**src/design/palette_dither_mapper_macros.svh**
```systemverilog
// Assertion macros for the palette dither mapper.
`ifndef PALETTE_DITHER_MAPPER_MACROS_SVH
`define PALETTE_DITHER_MAPPER_MACROS_SVH
`ifndef SYNTHESIS
`define PDM_ASSERT_NOW(lbl, ante, cons, msg) \
  lbl: assert property (@(posedge clk) disable iff (!rst_n) (ante) |-> (cons)) else $error(msg);
`define PDM_ASSERT_NEXT(lbl, ante, cons, msg) \
  lbl: assert property (@(posedge clk) disable iff (!rst_n) (ante) |=> (cons)) else $error(msg);
`else
`define PDM_ASSERT_NOW(lbl, ante, cons, msg)
`define PDM_ASSERT_NEXT(lbl, ante, cons, msg)
`endif
`endif

```
**src/design/pdm_ram.sv**
```systemverilog
// Generic simple dual-port RAM with registered read.
module pdm_ram #(
  parameter int WIDTH = 8,
  parameter int DEPTH = 256,
  localparam int AW = (DEPTH > 1) ? $clog2(DEPTH) : 1
) (
  input  logic             clk,
  input  logic             we,
  input  logic [AW-1:0]    waddr,
  input  logic [WIDTH-1:0] wdata,
  input  logic             re,
  input  logic [AW-1:0]    raddr,
  output logic [WIDTH-1:0] rdata
);

  logic [WIDTH-1:0] mem_r [DEPTH];
  logic [WIDTH-1:0] rdata_r;

  always_ff @(posedge clk) begin
    if (we) begin
      mem_r[waddr] <= wdata;
    end
    if (re) begin
      rdata_r <= mem_r[raddr];
    end
  end

  assign rdata = rdata_r;

endmodule

```
**config.mk**
```make
export PLATFORM = sky130hd
export DESIGN_NAME = pdm_ram
export DESIGN_NICKNAME = d
export VERILOG_FILES = /design/src/design/palette_dither_mapper_macros.svh /design/src/design/pdm_ram.sv
export SDC_FILE = /design/constraint.sdc
export NUM_CORES = 2
export LEC_CHECK = 0
export ABC_CLOCK_PERIOD_IN_PS = 3250
export BUFFER_PORTS_ARGS = -buffer_cell sky130_fd_sc_hd__buf_2
export CORE_MARGIN = 1.5
export CORE_UTILIZATION = 45
export CTS_CLUSTER_SIZE = 8
export DETAILED_ROUTE_END_ITERATION = 8
export PLACE_DENSITY = 0.69
export SYNTH_ARGS = -nofsm -noshare
export SYNTH_HDL_FRONTEND = slang
export SYNTH_SLANG_ARGS = --single-unit
export TNS_END_PERCENT = 30
```
**constraint.sdc**
```tcl
create_clock -name clk -period 3.25 [get_ports clk]
set_input_delay 0.325 -clock clk [delete_from_list [all_inputs] [get_ports clk]]
set_output_delay 0.325 -clock clk [all_outputs]
set_load 0.01 [all_outputs]
```
==> metrics.cfg <==
[place]
dp_hpwl_um = 123000
place_inst = 6319
placed_cell_area_mm2 = 0.0854
numPortBuffers = 34
gp_congestion = 0.874

[synthesis]
netlist_area_mm2 = 0.0796
ys_async_sr_fraction = 0
synthMuxAreaShare = 0.146
synthAdderAreaFrac = 0
synth_xor_area_frac = 0
synth.yosys.seq_area_share = 0.775
synth_compound_area_frac = 0.0342
syn-num-nets = 3760
syn_inst = 3733
synth_top_family_by_area = multiplexers
synth_seq_cells = 2056
synth_edf_count = 2056
yosysUniqueCellTypes = 54
ys_warn_count = 0
synth_top_flop_cell = edfxtp_1
synth_simple_gate_area_share = 0.0263
syn_avg_cell_area_um2 = 21.3

[cts]
clkSinkCount = 2056
cts_hold_buffers = 8
cts_buffer_depth = 4
ctsRootBufferMaster = clkbuf_16
cts_tree = done
clk_pin_slew_ns = 0.05
cts.repair.resized = 0
clk_latency_ns = 0.92
cts_inserted_buffers = 308
cts_htree_levels = 5
postCtsSetupRepairBufs = 0

[floorplan]
start_util = 0.453
io_pins = 35
std_cell_rows = 154
fp.dieH_um = 424
core_area_mm2 = 0.176
die-width_um = 424
die_area_mm2 = 0.180

[timing]
period_share = 0.902
finClkSkew_ns = 0.0623
finalSetupViolCount = 0
max_freq_mhz = 341
hold_violations = 0
max_slew_margin = 0.212
rsz0062_at_grt = no
finalCriticalPeriod_ns = 2.93
final.setup.tns_ns = 0
slew_violations = 0
tightest_slew_ns = 1.18

[worst_setup_path]
crit_type = reg2reg
cp.arrival_ns = 3.56
cp.required_ns = 3.88
critPathMaxFanout = 1
cp-end-kind = flip-flop
start_kind = flip-flop

[drt]
wl_per_cell_um = 29.8
ant_nets = 0
viasPerCell = 6.13
drc_errors = 0
postRouteWirelength_um = 199000
via_count = 40800
drt_iter0_drc = 5686
drt_first_pass_iters = 6

[job]
drv_cap = 0

[pwr]
power_density_mw_per_mm2 = 635
ir_worst_vdd_mv = 0.407
power_leakage_uw = 0.0299

[final_layout]
layout_common_cells = 2,056 x edfxtp_1, 454 x mux4_2, 400 x buf_4
final_common_cell = edfxtp_1
fin_util = 0.531
design_area_mm2 = 0.0934
stdcell_count = 6653
drive_gt1_frac = 0.295
area_delta_synth_final_pct = 17.3
final_nets = 4324

[min_path]
hp-class = in2reg

[grt]
grt_max_degree = 131
track_usage = 0.222
grt_overflow_total = 0
antenna_found_initial = 9
grt_pass1_vias = 41400
grt_pass1_wl_um = 289000

[outcome]
status = complete, no violations

## through the flow
| stage | hold slack, ns | total power, µW | setup slack, ns |
|---|---|---|---|
| after global placement | 0.763 | 32600 | -0.321 |
| final | 0.0389 | 59300 | 0.318 |
| after global routing | 0.0457 | 60800 | 0.272 |
| after floorplan | 0.424 | 31300 | 0.849 |
| after detailed placement | 0.766 | 32600 | -0.286 |
| after CTS | 0.00999 | 59600 | 0.312 |
## worst max-delay path, cell delays in order, from the launching register on
cell,delay (ns)
edfxtp_1,0.36
mux4_1,0.60
mux4_2,0.52
nor2_1,0.12
a2111oi_1,0.07
buf_4,0.17
nor3_1,0.71
nor4_1,0.13
## where the power goes
part	internal, µW	total [µW]	leakage (µW)	switching (µW)
clock network	16900	27200	0.00392	10200
logic	1030	2790	0.00749	1760
registers	29300	29400	0.0185	32.6
total	47300	59300	0.0299	12000
## layout make-up
| cell class | instances | area [µm²] |
|---|---|---|
| tap | 2340 | 2930 |
| fill | 13200 | 82500 |
| timing repair buffer | 487 | 4280 |
| clock inverter | 9 | 146 |
| sequential | 2056 | 61700 |
| multi-input combinational | 1442 | 16500 |
| antenna | 4 | 10.0 |
| clock buffer | 313 | 7810 |
| inverter | 2 | 7.51 |
## flip-flops by register name, indices dropped and copies added (netlist names)
register	count
mem_r	2048
rdata	8
## final timing paths
| path | start | to | slack (ns) | cells past startpoint |
|---|---|---|---|---|
| max reg2reg | mem_r[129][1]$_DFFE_PP_ | rdata[1]$_DFFE_PP_ | 0.32 | 7 |
| max | mem_r[129][1]$_DFFE_PP_ | rdata[1]$_DFFE_PP_ | 0.32 | 7 |
| min | wdata[2] | mem_r[173][2]$_DFFE_PP_ | 0.04 | 1 |
| min reg2reg | mem_r[54][2]$_DFFE_PP_ | rdata[2]$_DFFE_PP_ | 1.21 | 7 |
## Yosys cell counts, types with 21 or more instances
master       n  share of area
buf_6       21         0.0030
buf_1       22         0.0010
nor2_1     282          0.013
a21oi_1     96         0.0060
edfxtp_1  2056           0.78
buf_2       31         0.0019
nor4_1      24         0.0019
clkbuf_1   111         0.0052
nand3_1     34         0.0021
mux4_2     454           0.13
nand2_1     33         0.0016
o22ai_1     28         0.0022
buf_4       27         0.0025
o221ai_1    46         0.0051
nor2b_1     31         0.0024
a22oi_1    133          0.013
nor3_1      22         0.0014
mux2i_1    134          0.017
## metal layers
layer / vias up / wire length (µm) / global-route usage
met5: - / 52 / 0
met4: 8 / 6910 / 0.0835
met3: 414 / 20000 / 0.0498
met2: 2341 / 94700 / 0.345
met1: 21300 / 76900 / 0.309
li1: 16700 / - / -
## cells by family (layout without fill, tap and decap cells)
logic type,count (synthesis),count (layout)
AOI/OAI and AO/OA,385,385
buffers and inverters,235,811
DFF,2056,2056
muxes,591,591
other,0,4
and+or+nand+nor,466,466
(Power assumes the default switching activity.)
